<file path="config.mk">
export PLATFORM = sky130hd
export DESIGN_NAME = utf8_code_point_decoder_top_flat
export DESIGN_NICKNAME = d
export VERILOG_FILES = /design/src/hdl/u8dec_pkg.sv /design/src/hdl/u8dec_in_if.sv /design/src/hdl/u8dec_out_if.sv /design/src/hdl/utf8_code_point_decoder_top.sv /design/src/flat_wrapper.sv
export SDC_FILE = /design/constraint.sdc
export NUM_CORES = 1
export LEC_CHECK = 0
export ABC_AREA = 1
export BUFFER_PORTS_ARGS = -buffer_cell sky130_fd_sc_hd__buf_2
export CORE_ASPECT_RATIO = 0.75
export CORE_MARGIN = 3
export CORE_UTILIZATION = 50
export DETAILED_ROUTE_END_ITERATION = 6
export GPL_TIMING_DRIVEN = 0
export MAX_ROUTING_LAYER = met4
export PLACE_DENSITY = 0.79
export SYNTH_ARGS = -nofsm -noshare
export SYNTH_HDL_FRONTEND = slang
export SYNTH_SLANG_ARGS = --single-unit
</file>
<file path="constraint.sdc">
create_clock -name clk -period 4.1 [get_ports clk]
set_input_delay 0.615 -clock clk [delete_from_list [all_inputs] [get_ports clk]]
set_output_delay 0.615 -clock clk [all_outputs]
set_load 0.1 [all_outputs]
</file>
<file path="src/hdl/u8dec_pkg.sv">
// ----------------------------------------------------------------------------
// u8dec_pkg: shared definitions for the UTF-8 code point decoder
// Status codes, field widths and the byte class constants used by the
// decoder and its stream interfaces.
// ----------------------------------------------------------------------------
package u8dec_pkg;

    // Field widths.
    localparam int ByteWidth   = 8;
    localparam int CpWidth     = 21;
    localparam int BackWidth   = 2;
    localparam int RemWidth    = 2;

    // Result status codes.
    typedef enum logic [2:0] {
        ST_OK      = 3'd0,
        ST_TRUNC   = 3'd1,
        ST_BADCONT = 3'd2,
        ST_SURR    = 3'd3,
        ST_BIGLEAD = 3'd4,
        ST_RANGE   = 3'd5
    } status_t;

    // Byte classes and masks.
    localparam logic [ByteWidth-1:0] ContMask    = 8'hC0;
    localparam logic [ByteWidth-1:0] ContTag     = 8'h80;
    localparam logic [ByteWidth-1:0] AsciiLimit  = 8'h80;
    localparam logic [ByteWidth-1:0] Lead2Max    = 8'hDF;
    localparam logic [ByteWidth-1:0] Lead3Max    = 8'hEF;
    localparam logic [ByteWidth-1:0] Lead4Max    = 8'hF4;

    // Code point limits.
    localparam logic [CpWidth-1:0] SurrLow   = 21'h00D800;
    localparam logic [CpWidth-1:0] SurrHigh  = 21'h00DFFF;
    localparam logic [CpWidth-1:0] CpMax     = 21'h10FFFF;

endpackage

</file>
<file path="src/hdl/u8dec_in_if.sv">
// ----------------------------------------------------------------------------
// u8dec_in_if: byte stream channel
// Carries one byte or an end-of-stream mark per request.
// ----------------------------------------------------------------------------
interface u8dec_in_if;

    logic                              valid;
    logic                              ready;
    logic [u8dec_pkg::ByteWidth-1:0]   byte_value;
    logic                              end_of_stream;

    modport source (output valid, output byte_value, output end_of_stream, input ready);
    modport sink   (input valid, input byte_value, input end_of_stream, output ready);

endinterface

</file>
<file path="src/hdl/u8dec_out_if.sv">
// ----------------------------------------------------------------------------
// u8dec_out_if: decoded code point channel
// Carries one code point or an error report per request.
// ----------------------------------------------------------------------------
interface u8dec_out_if;

    logic                              valid;
    logic                              ready;
    logic [u8dec_pkg::CpWidth-1:0]     code_point;
    u8dec_pkg::status_t                status;
    logic [u8dec_pkg::BackWidth-1:0]   column_back;

    modport source (output valid, output code_point, output status, output column_back,
                    input ready);
    modport sink   (input valid, input code_point, input status, input column_back,
                    output ready);

endinterface

</file>
<file path="src/hdl/utf8_code_point_decoder_top.sv">
// A result is registered into the output register when the byte that completes it
// (or the error byte) is accepted.
// Throughput: one byte per cycle while the output register is empty or being drained; the decode
// path is a single pass from the sequence state and the byte into the output register.
// Reset clears the sequence state to idle and empties the output register.
// ----------------------------------------------------------------------------
// utf8_code_point_decoder_top: UTF-8 byte stream to code point decoder
// Decodes one byte per request, accumulates multi-byte sequences and
// reports truncation, bad continuation, oversized lead, surrogate and range errors.
// ----------------------------------------------------------------------------
module utf8_code_point_decoder_top (
    input  logic          clk,
    input  logic          rst_n,
    u8dec_in_if.sink      stream,
    u8dec_out_if.source   points
);

    // Sequence state.
    logic [u8dec_pkg::RemWidth-1:0]  rem_reg, rem_next;
    logic [u8dec_pkg::RemWidth-1:0]  len_reg, len_next;
    logic [u8dec_pkg::CpWidth-1:0]   acc_reg, acc_next;

    // Output register.
    logic                            out_valid_reg, out_valid_next;
    logic [u8dec_pkg::CpWidth-1:0]   out_cp_reg;
    u8dec_pkg::status_t              out_status_reg;
    logic [u8dec_pkg::BackWidth-1:0] out_back_reg;

    // Decode results for the byte at the input.
    logic                            emit;
    logic [u8dec_pkg::CpWidth-1:0]   emit_cp;
    u8dec_pkg::status_t              emit_status;
    logic [u8dec_pkg::BackWidth-1:0] emit_back;
    logic [u8dec_pkg::RemWidth-1:0]  rem_dec;
    logic [u8dec_pkg::CpWidth-1:0]   cont_bits;
    logic [u8dec_pkg::CpWidth-1:0]   acc_full;
    logic                            accept;
    logic                            out_fire;

    logic [u8dec_pkg::ByteWidth-1:0] b;
    assign b = stream.byte_value;

    // A new byte is taken whenever the output register is empty or being drained.
    assign stream.ready = !out_valid_reg || points.ready;
    assign accept       = stream.valid && stream.ready;
    assign out_fire     = out_valid_reg && points.ready;

    // Continuation payload placed at the slot for the remaining count.
    assign rem_dec = rem_reg - 2'd1;
    always_comb
    begin
        case (rem_dec)
            2'd0:    cont_bits = {15'd0, b[5:0]};
            2'd1:    cont_bits = {9'd0, b[5:0], 6'd0};
            2'd2:    cont_bits = {3'd0, b[5:0], 12'd0};
            default: cont_bits = '0;
        endcase
    end
    assign acc_full = acc_reg | cont_bits;

    // Decode of one item against the sequence state.
    always_comb
    begin
        rem_next    = rem_reg;
        len_next    = len_reg;
        acc_next    = acc_reg;
        emit        = 1'b0;
        emit_cp     = '0;
        emit_status = u8dec_pkg::ST_OK;
        emit_back   = '0;
        if (accept)
        begin
            if (rem_reg == 2'd0)
            begin
                if (stream.end_of_stream)
                begin
                    emit = 1'b0;
                end
                else if (b < u8dec_pkg::AsciiLimit)
                begin
                    emit    = 1'b1;
                    emit_cp = {13'd0, b};
                end
                else if (b <= u8dec_pkg::Lead2Max)
                begin
                    acc_next = {10'd0, b[4:0], 6'd0};
                    rem_next = 2'd1;
                    len_next = 2'd1;
                end
                else if (b <= u8dec_pkg::Lead3Max)
                begin
                    acc_next = {5'd0, b[3:0], 12'd0};
                    rem_next = 2'd2;
                    len_next = 2'd2;
                end
                else if (b <= u8dec_pkg::Lead4Max)
                begin
                    acc_next = {b[2:0], 18'd0};
                    rem_next = 2'd3;
                    len_next = 2'd3;
                end
                else
                begin
                    emit        = 1'b1;
                    emit_status = u8dec_pkg::ST_BIGLEAD;
                    emit_back   = 2'd1;
                end
            end
            else if (stream.end_of_stream)
            begin
                rem_next    = '0;
                len_next    = '0;
                acc_next    = '0;
                emit        = 1'b1;
                emit_status = u8dec_pkg::ST_TRUNC;
            end
            else if ((b & u8dec_pkg::ContMask) != u8dec_pkg::ContTag)
            begin
                rem_next    = '0;
                len_next    = '0;
                acc_next    = '0;
                emit        = 1'b1;
                emit_status = u8dec_pkg::ST_BADCONT;
                emit_back   = 2'd1;
            end
            else if (rem_dec != 2'd0)
            begin
                rem_next = rem_dec;
                acc_next = acc_full;
            end
            else
            begin
                // Sequence complete: range checks, then back to idle.
                rem_next = '0;
                len_next = '0;
                acc_next = '0;
                emit     = 1'b1;
                if (len_reg == 2'd2 && acc_full >= u8dec_pkg::SurrLow
                    && acc_full <= u8dec_pkg::SurrHigh)
                begin
                    emit_status = u8dec_pkg::ST_SURR;
                    emit_back   = 2'd3;
                end
                else if (len_reg == 2'd3 && acc_full > u8dec_pkg::CpMax)
                begin
                    emit_status = u8dec_pkg::ST_RANGE;
                    emit_back   = 2'd3;
                end
                else
                begin
                    emit_cp = acc_full;
                end
            end
        end
    end

    // Output register occupancy.
    always_comb
    begin
        out_valid_next = out_valid_reg;
        if (out_fire)
        begin
            out_valid_next = 1'b0;
        end
        if (accept && emit)
        begin
            out_valid_next = 1'b1;
        end
    end

    // Control state.
    always_ff @(posedge clk or negedge rst_n)
    begin
        if (!rst_n)
        begin
            rem_reg       <= '0;
            len_reg       <= '0;
            acc_reg       <= '0;
            out_valid_reg <= 1'b0;
        end
        else
        begin
            rem_reg       <= rem_next;
            len_reg       <= len_next;
            acc_reg       <= acc_next;
            out_valid_reg <= out_valid_next;
        end
    end

    // Result payload.
    always_ff @(posedge clk)
    begin
        if (accept && emit)
        begin
            out_cp_reg     <= emit_cp;
            out_status_reg <= emit_status;
            out_back_reg   <= emit_back;
        end
    end

    assign points.valid       = out_valid_reg;
    assign points.code_point  = out_cp_reg;
    assign points.status      = out_status_reg;
    assign points.column_back = out_back_reg;

    // An error result never carries a code point.
    a_err_zero_cp: assert property (@(posedge clk) disable iff (!rst_n)
        (out_valid_reg && out_status_reg != u8dec_pkg::ST_OK) |-> (out_cp_reg == '0))
        else $error("error result with nonzero code point");

    // A good result never carries a back-off.
    a_ok_zero_back: assert property (@(posedge clk) disable iff (!rst_n)
        (out_valid_reg && out_status_reg == u8dec_pkg::ST_OK) |-> (out_back_reg == '0))
        else $error("ok result with nonzero column back-off");

    // Idle remaining count and idle sequence length go together.
    a_idle_len: assert property (@(posedge clk) disable iff (!rst_n)
        (rem_reg == 2'd0) == (len_reg == 2'd0))
        else $error("sequence length out of step with remaining count");

    // End of stream inside a sequence yields a truncation report next cycle.
    a_trunc: assert property (@(posedge clk) disable iff (!rst_n)
        (accept && stream.end_of_stream && rem_reg != 2'd0)
        |=> (out_valid_reg && out_status_reg == u8dec_pkg::ST_TRUNC && rem_reg == 2'd0))
        else $error("missing truncation report");

endmodule
</file>
<file path="src/flat_wrapper.sv">
// flat-port wrapper written by rule: the top's interface ports become plain ports
module utf8_code_point_decoder_top_flat 
  (clk, rst_n, stream_valid, stream_byte_value, stream_end_of_stream, stream_ready, points_valid, points_code_point, points_status, points_column_back, points_ready);
  u8dec_in_if stream_i ();
  u8dec_out_if points_i ();
  input  logic clk;
  input  logic rst_n;
  input wire logic [$bits(stream_i.valid)-1:0] stream_valid;
  input wire logic [$bits(stream_i.byte_value)-1:0] stream_byte_value;
  input wire logic [$bits(stream_i.end_of_stream)-1:0] stream_end_of_stream;
  output wire logic [$bits(stream_i.ready)-1:0] stream_ready;
  output wire logic [$bits(points_i.valid)-1:0] points_valid;
  output wire logic [$bits(points_i.code_point)-1:0] points_code_point;
  output wire logic [$bits(points_i.status)-1:0] points_status;
  output wire logic [$bits(points_i.column_back)-1:0] points_column_back;
  input wire logic [$bits(points_i.ready)-1:0] points_ready;
  assign stream_i.valid = stream_valid;
  assign stream_i.byte_value = stream_byte_value;
  assign stream_i.end_of_stream = stream_end_of_stream;
  assign stream_ready = stream_i.ready;
  assign points_valid = points_i.valid;
  assign points_code_point = points_i.code_point;
  assign points_status = points_i.status;
  assign points_column_back = points_i.column_back;
  assign points_i.ready = points_ready;
  utf8_code_point_decoder_top u_core (.clk(clk), .rst_n(rst_n), .stream(stream_i), .points(points_i));
endmodule
</file>
After elaboration in Yosys (flattened, before gate mapping)
Cells that the tools add are included.
{"block": "word_totals", "reg_bits": 52, "wordCells": 104}
{"block": "op_classes", "n_addsub": 1, "magnitude_cmp": 7, "eq_ne": 9, "muxes": 65, "n_bitwise": 1, "n_reduce_logical": 14}
{"op": "21-bit two-way mux", "n": 16}
{"op": "18-bit case mux with 3 select lines", "n": 1}
{"op": "2-bit two-way mux", "n": 23}
{"op": "3-bit two-way mux", "n": 11}
{"op": "8-bit less-or-equal comparator (second input constant)", "n": 3}
{"op": "21-bit by 16-bit greater-or-equal comparator with 1-bit output (second input constant)", "n": 1}
{"op": "21-bit > comparator (second input constant)", "n": 1}
{"op": "21-bit by 16-bit less-or-equal comparator with 1-bit output (second input constant)", "n": 1}
{"op": "21-bit by 18-bit bitwise OR with 21-bit output", "n": 1}
{"op": "1-bit two-way mux", "n": 13}
{"op": "8-bit less-than comparator (second input constant)", "n": 1}
{"op": "8-bit two-way mux", "n": 1}
{"op": "2-bit == test (second input constant)", "n": 3}
{"op": "1-bit logical AND", "n": 6}
{"op": "2-bit != test (second input constant)", "n": 3}
{"op": "5-bit AND reduction", "n": 1}
{"op": "2-bit logical NOT", "n": 2}
{"op": "4-bit by 2-bit != test with 1-bit output (second input constant)", "n": 1}
{"op": "4-bit != test (second input constant)", "n": 1}
{"op": "4-bit AND reduction", "n": 1}
{"op": "2-bit nonzero test", "n": 2}
{"op": "2-bit by 1-bit == test with 1-bit output (second input constant)", "n": 1}
{"op": "2-bit by 1-bit subtractor with 2-bit output (second input constant)", "n": 1}
{"op": "1-bit logical NOT", "n": 1}
{"op": "1-bit logical OR", "n": 1}

Logic depth before layout (Yosys ltp)
{"block": "depth", "depth_word": 12, "mapped_depth": 13}

Worst setup path after synthesis
Ideal clock, no wire load.
{"block": "synth_path", "path_type": "register -> register", "startpoint": "reg u_core.out_valid_reg, in the netlist u_core.points.valid", "endpoint": "reg u_core.out_cp_reg (netlist bit u_core.points.code_point[0]) (enable)", "setup_time_ps": 381, "arrival_ps": 2458, "t_required_ps": 3719, "slack_ps": 1262, "path_stages_with_launch": 8, "path_buffers": 0, "period_less_slack_ps": 2838, "cell_sequence": "dfrtp_1 -> nand2_2 -> nand2_2 -> inv_2 -> o21ai_1 -> nor2_1 -> o21ai_0 -> inv_1"}
{"block": "synth_via", "elab_chain_len": 5}
{"element": "from (decl)", "line_no": "utf8_code_point_decoder_top.sv:24", "rtl": "logic out_valid_reg, out_valid_next;"}
{"element": "from (signal assigned)", "line_no": "utf8_code_point_decoder_top.sv:186", "rtl": "out_valid_reg <= out_valid_next;"}
{"element": "1-bit logical NOT (*)", "line_no": "utf8_code_point_decoder_top.sv:44", "rtl": "assign stream.ready = !out_valid_reg || points.ready;"}
{"element": "1-bit logical OR (*)", "line_no": "utf8_code_point_decoder_top.sv:44"}
{"element": "named net stream_ready", "line_no": "flat_wrapper.sv:11", "rtl": "output wire logic [$bits(stream_i.ready)-1:0] stream_ready;"}
{"element": "1-bit logical AND (*)", "line_no": "utf8_code_point_decoder_top.sv:45", "rtl": "assign accept = stream.valid && stream.ready;"}
{"element": "1-bit two-way mux", "line_no": "utf8_code_point_decoder_top.sv:71", "rtl": "if (accept)"}
{"element": "1-bit logical AND (*)", "line_no": "utf8_code_point_decoder_top.sv:193", "rtl": "if (accept && emit)"}
{"element": "to (signal assigned)", "line_no": "utf8_code_point_decoder_top.sv:195", "rtl": "out_cp_reg <= emit_cp;"}
{"element": "to (decl)", "line_no": "utf8_code_point_decoder_top.sv:25", "rtl": "logic [u8dec_pkg::CpWidth-1:0] out_cp_reg;"}
Mark *: on every way through the listed nets, which the timed path passes. The rest lies on a longest branch.
A chain may end at the register's enable or synchronous reset.

Worst setup path in the final report
{"block": "layout_path", "startpoint": "reg u_core.rem_reg[0] in the netlist's numbering", "endpoint": "reg u_core.out_cp_reg (netlist bit u_core.points.code_point[14]) (enable)"}
{"block": "layout_via", "elab_chain_len": 8}
{"element": "from (decl)", "line_no": "utf8_code_point_decoder_top.sv:19", "rtl": "logic [u8dec_pkg::RemWidth-1:0] rem_reg, rem_next;"}
{"element": "from (signal assigned)", "line_no": "utf8_code_point_decoder_top.sv:183", "rtl": "rem_reg <= rem_next;"}
{"element": "2-bit by 1-bit subtractor with 2-bit output", "line_no": "utf8_code_point_decoder_top.sv:49", "rtl": "assign rem_dec = rem_reg - 2'd1;"}
{"element": "2-bit nonzero test", "line_no": "utf8_code_point_decoder_top.sv:126", "rtl": "else if (rem_dec != 2'd0)"}
{"element": "1-bit two-way mux", "line_no": "utf8_code_point_decoder_top.sv:126"}
{"element": "1-bit two-way mux", "line_no": "utf8_code_point_decoder_top.sv:117", "rtl": "else if ((b & u8dec_pkg::ContMask) != u8dec_pkg::ContTag)"}
{"element": "1-bit two-way mux", "line_no": "utf8_code_point_decoder_top.sv:109", "rtl": "else if (stream.end_of_stream)"}
{"element": "1-bit two-way mux (*)", "line_no": "utf8_code_point_decoder_top.sv:73", "rtl": "if (rem_reg == 2'd0)"}
{"element": "1-bit two-way mux (*)", "line_no": "utf8_code_point_decoder_top.sv:71"}
{"element": "1-bit logical AND (*)", "line_no": "utf8_code_point_decoder_top.sv:193"}
Mark *: on every way between the ends. The rest lies on a longest branch, timed or not.

==> metrics.md <==
| Metric | Value |
|---|---|
| Post-DRT Antenna Nets | `0` |
| HPWL Detailed | `4350 um` |
| Layout Nets | `347` |
| Worst-Skew Late Latency | `0.30 ns` |
| Port bufs | `40` |
| Startpoint types | `flip-flop` |
| Io pins | `41` |
| CP arrival | `2.46 ns` |
| Seq pwr share | `36.1%` |
| Clock power frac | `14.4%` |
| Total CTS buffers | `5` |
| Kind of critical path | `reg -> reg` |
| Relative slew slack | `36.0%` |
| Critical path's slowest cell | `inv_1` |
| GRT Overall Usage | `19.3%` |
| Pin count of the biggest net entering global routing | `27` |
| Clk slew on worst S/H paths | `0.09 ns` |
| Worst Path Max Fanout | `26` |
| Place WS | `1.59 ns` |
| Warnings, synthesis | `0` |
| Share of cells above drive strength 1 | `28.2%` |
| First-pass GRT wire length | `9400 um` |
| Leak | `1.34 nW` |
| Remaining Overflow, GRT | `0` |
| Clock Skew | `0.00826 ns` |
| Hold_buf cts | `0` |
| Final Cycle Share | `61.6%` |
| Filler Cell Count | `436` |
| Detailed Route Iter0 Violations | `145` |
| # DRC | `0` |
| Maximum VDD drop | `0.319 mV` |
| Hold Crit Class | `in -> async` |
| Initial antenna violation count | `0` |
| Synth cell types | `33` |
| Slew Viols, Final | `0` |
| Clk sinks | `52` |
| Worst EP required | `4.03 ns` |
| Setup_tns | `0 ns` |
| Vias per inst | `5.29` |
| Die area | `6230 sq um` |
| Routed WL | `5790 um` |
| DR pass1 iterations | `5` |
| Cell Area, Synth | `2660 sq um` |
| Seq/Total Area, Yosys | `53.9%` |
| Largest stage delay, worst path | `0.72 ns` |
| Slew @ Worst Pin | `0.959 ns` |
| Final GP Congestion | `0.940` |
| Max cap viols | `0` |
| Crit-path cells | `inv_1, ha_1, nor2_1, nand2_2, nor2_4, nor2_1, o21ai_0, inv_1` |
| Avg Cell Area, Syn | `9.42 sq um` |
| Final Cell Area | `3030 sq um` |
| Clock Tree Buf Depth | `2` |
| Final number of hold-violating endpoints | `0` |
| N_diodes | `0` |
| Switching share of power | `50.9%` |
| Core area | `5010 sq um` |
| Outcome | `finished, final reports clean` |
| Syn nets | `300` |
| Rows | `22` |
| Crit. End Element | `flip-flop` |
| Wire length per cell | `14.4 um` |
| Post-Syn Instances | `282` |
| Vias in the first global route | `1976` |
| Vias | `2126` |
| Cell area power density | `646 nW/um^2` |
| Int Pwr | `961 uW` |
| Area growth, synth to finish | `14.1%` |
| CTS tree | `done` |
| RSZ-0062 raised after global routing | `no` |
| Switching pwr | `996 uW` |
| CTS H-tree lvls | `2` |
| Root Driver | `clkbuf_8` |
| Die W | `90.2 um` |
| Combinational share of power | `49.5%` |
| # setup viols final | `0` |
| Setup ws final | `1.57 ns` |
| Setup repair bufs after CTS | `0` |
| Min Tclk post-route | `2.53 ns` |
| Height of the die | `69.1 um` |
| Gates resized, CTS repair | `0` |
| Placed cell areas | `2950 sq um` |
| Tot Pwr | `1.96 mW` |
| Starting Density | `53.0%` |
| Fmax | `396 MHz` |
| FF+latch count, synth | `52` |
[critical path: cells and delay by family, from the launching register on]
kind	cells	cell delay (ns)
buffers and inverters	2	0.88
DFF	1	0.42
and+or+nand+nor	4	0.43
AOI/OAI and AO/OA	1	0.12
adders and majority gates	1	0.30
[layout by cell type (no fill, tap or decap), drive strengths merged]
cell type	netlist	layout
a211oi	1	1
a21oi	14	14
a31oi	8	8
and3	1	1
buf	5	45
clkbuf	1	7
clkinv	1	2
clkinvlp	0	1
dfrtp	26	26
edfxtp	26	26
ha	5	5
inv	39	39
nand2	59	59
nand3	16	16
nand3b	1	1
nand4	6	6
nor2	41	41
nor3	4	4
o2111ai	2	2
o21ai	21	21
o22ai	5	5
[final cells by class]
| cell class | count | area, sq um | area share [%] |
|---|---|---|---|
| timing repair buffer | 40 | 200 | 6.61 |
| clock inverter | 2 | 11.3 | 0.372 |
| buffer | 6 | 50.0 | 1.65 |
| tap | 72 | 90.1 | 2.97 |
| sequential | 52 | 1430 | 47.2 |
| multi-input combinational | 184 | 1020 | 33.8 |
| inverter | 40 | 151 | 5.00 |
| clock buffer | 6 | 72.6 | 2.39 |
[kinds of logic (layout without fill, tap and decap cells)]
kind of cell | Yosys count | in the layout | share of synthesized area [%]
AO/OA/AOI/OAI | 51 | 51 | 11.8
adder cells (fa/ha/maj) | 5 | 5 | 2.36
buffers and inverters | 46 | 94 | 7.58
flip-flops | 52 | 52 | 53.9
AND/OR/NAND/NOR | 128 | 128 | 24.4
[Yosys cell counts]
cell | count | share of area [%]
nand4_4 | 1 | 0.80
nand3_2 | 1 | 0.38
nor3_2 | 2 | 0.75
nand3_4 | 1 | 0.66
nor2_4 | 4 | 1.7
nand3b_2 | 1 | 0.42
nor3_1 | 2 | 0.38
buf_4 | 1 | 0.28
buf_2 | 1 | 0.19
o21ai_1 | 5 | 0.94
and3_1 | 1 | 0.24
a31oi_1 | 8 | 1.9
a21oi_2 | 2 | 0.66
nor2_1 | 26 | 3.7
inv_1 | 34 | 4.8
ha_1 | 5 | 2.4
nand4_1 | 5 | 1.2
clkbuf_1 | 1 | 0.14
buf_6 | 3 | 1.3
dfrtp_1 | 26 | 24
a211oi_2 | 1 | 0.47
nand2_2 | 7 | 1.6
inv_2 | 5 | 0.71
o21ai_2 | 5 | 1.6
o2111ai_1 | 2 | 0.66
o21ai_0 | 11 | 2.1
nor2_2 | 11 | 2.6
o22ai_1 | 5 | 1.2
a21oi_1 | 12 | 2.3
nand3_1 | 14 | 2.6
nand2_1 | 52 | 7.3
clkinv_2 | 1 | 0.19
edfxtp_1 | 26 | 29
[metrics by stage]
stage                     hold slack, ns  util (%)  std cells
final                              0.320      60.5        402
after global routing               0.350      60.5        402
after CTS                          0.334      60.5        402
after detailed placement           0.480      58.8        394
after global placement             0.468      58.8        394
after floorplan                    0.319         -        282
[layer usage]
layer	vias to the layer above	wire length (um)	GRT usage [%]
met5	-	0	-
met4	0	44	4.24
met2	81	2510	28.5
met1	1006	2830	27.7
li1	1034	-	-
met3	5	406	4.14
[worst paths after layout]
kind | startpoint | endpoint | slack [ns] | cells past startpoint
setup / recovery | u_core.rem_reg[0]$_DFFE_PN0P_ | u_core.points.code_point[14]$_SDFFCE_PP0P_ | 1.57 | 8
hold / removal | rst_n | u_core.acc_reg[4]$_DFFE_PN0P_ | 0.32 | 1
setup reg to reg | u_core.rem_reg[0]$_DFFE_PN0P_ | u_core.points.code_point[14]$_SDFFCE_PP0P_ | 1.57 | 8
hold reg to reg | u_core.acc_reg[5]$_DFFE_PN0P_ | u_core.acc_reg[5]$_DFFE_PN0P_ | 0.50 | 2
max in group asynchronous | rst_n | u_core.acc_reg[8]$_DFFE_PN0P_ | 3.37 | 1
min in group clk | u_core.acc_reg[5]$_DFFE_PN0P_ | u_core.acc_reg[5]$_DFFE_PN0P_ | 0.50 | 2
[power by group through the flow]
stage | Clock, mW | Combinational (mW) | Sequential (mW)
3_5_place_dp | 0 | 0.959 | 0.718
2_1_floorplan | 0 | 0.400 | 1.09
4_1_cts | 0.288 | 0.961 | 0.707
5_1_grt | 0.307 | 1.03 | 0.719
3_3_place_gp | 0 | 0.945 | 0.714
6_report | 0.283 | 0.968 | 0.706
No activity file was read; power rests on OpenSTA's default activity.
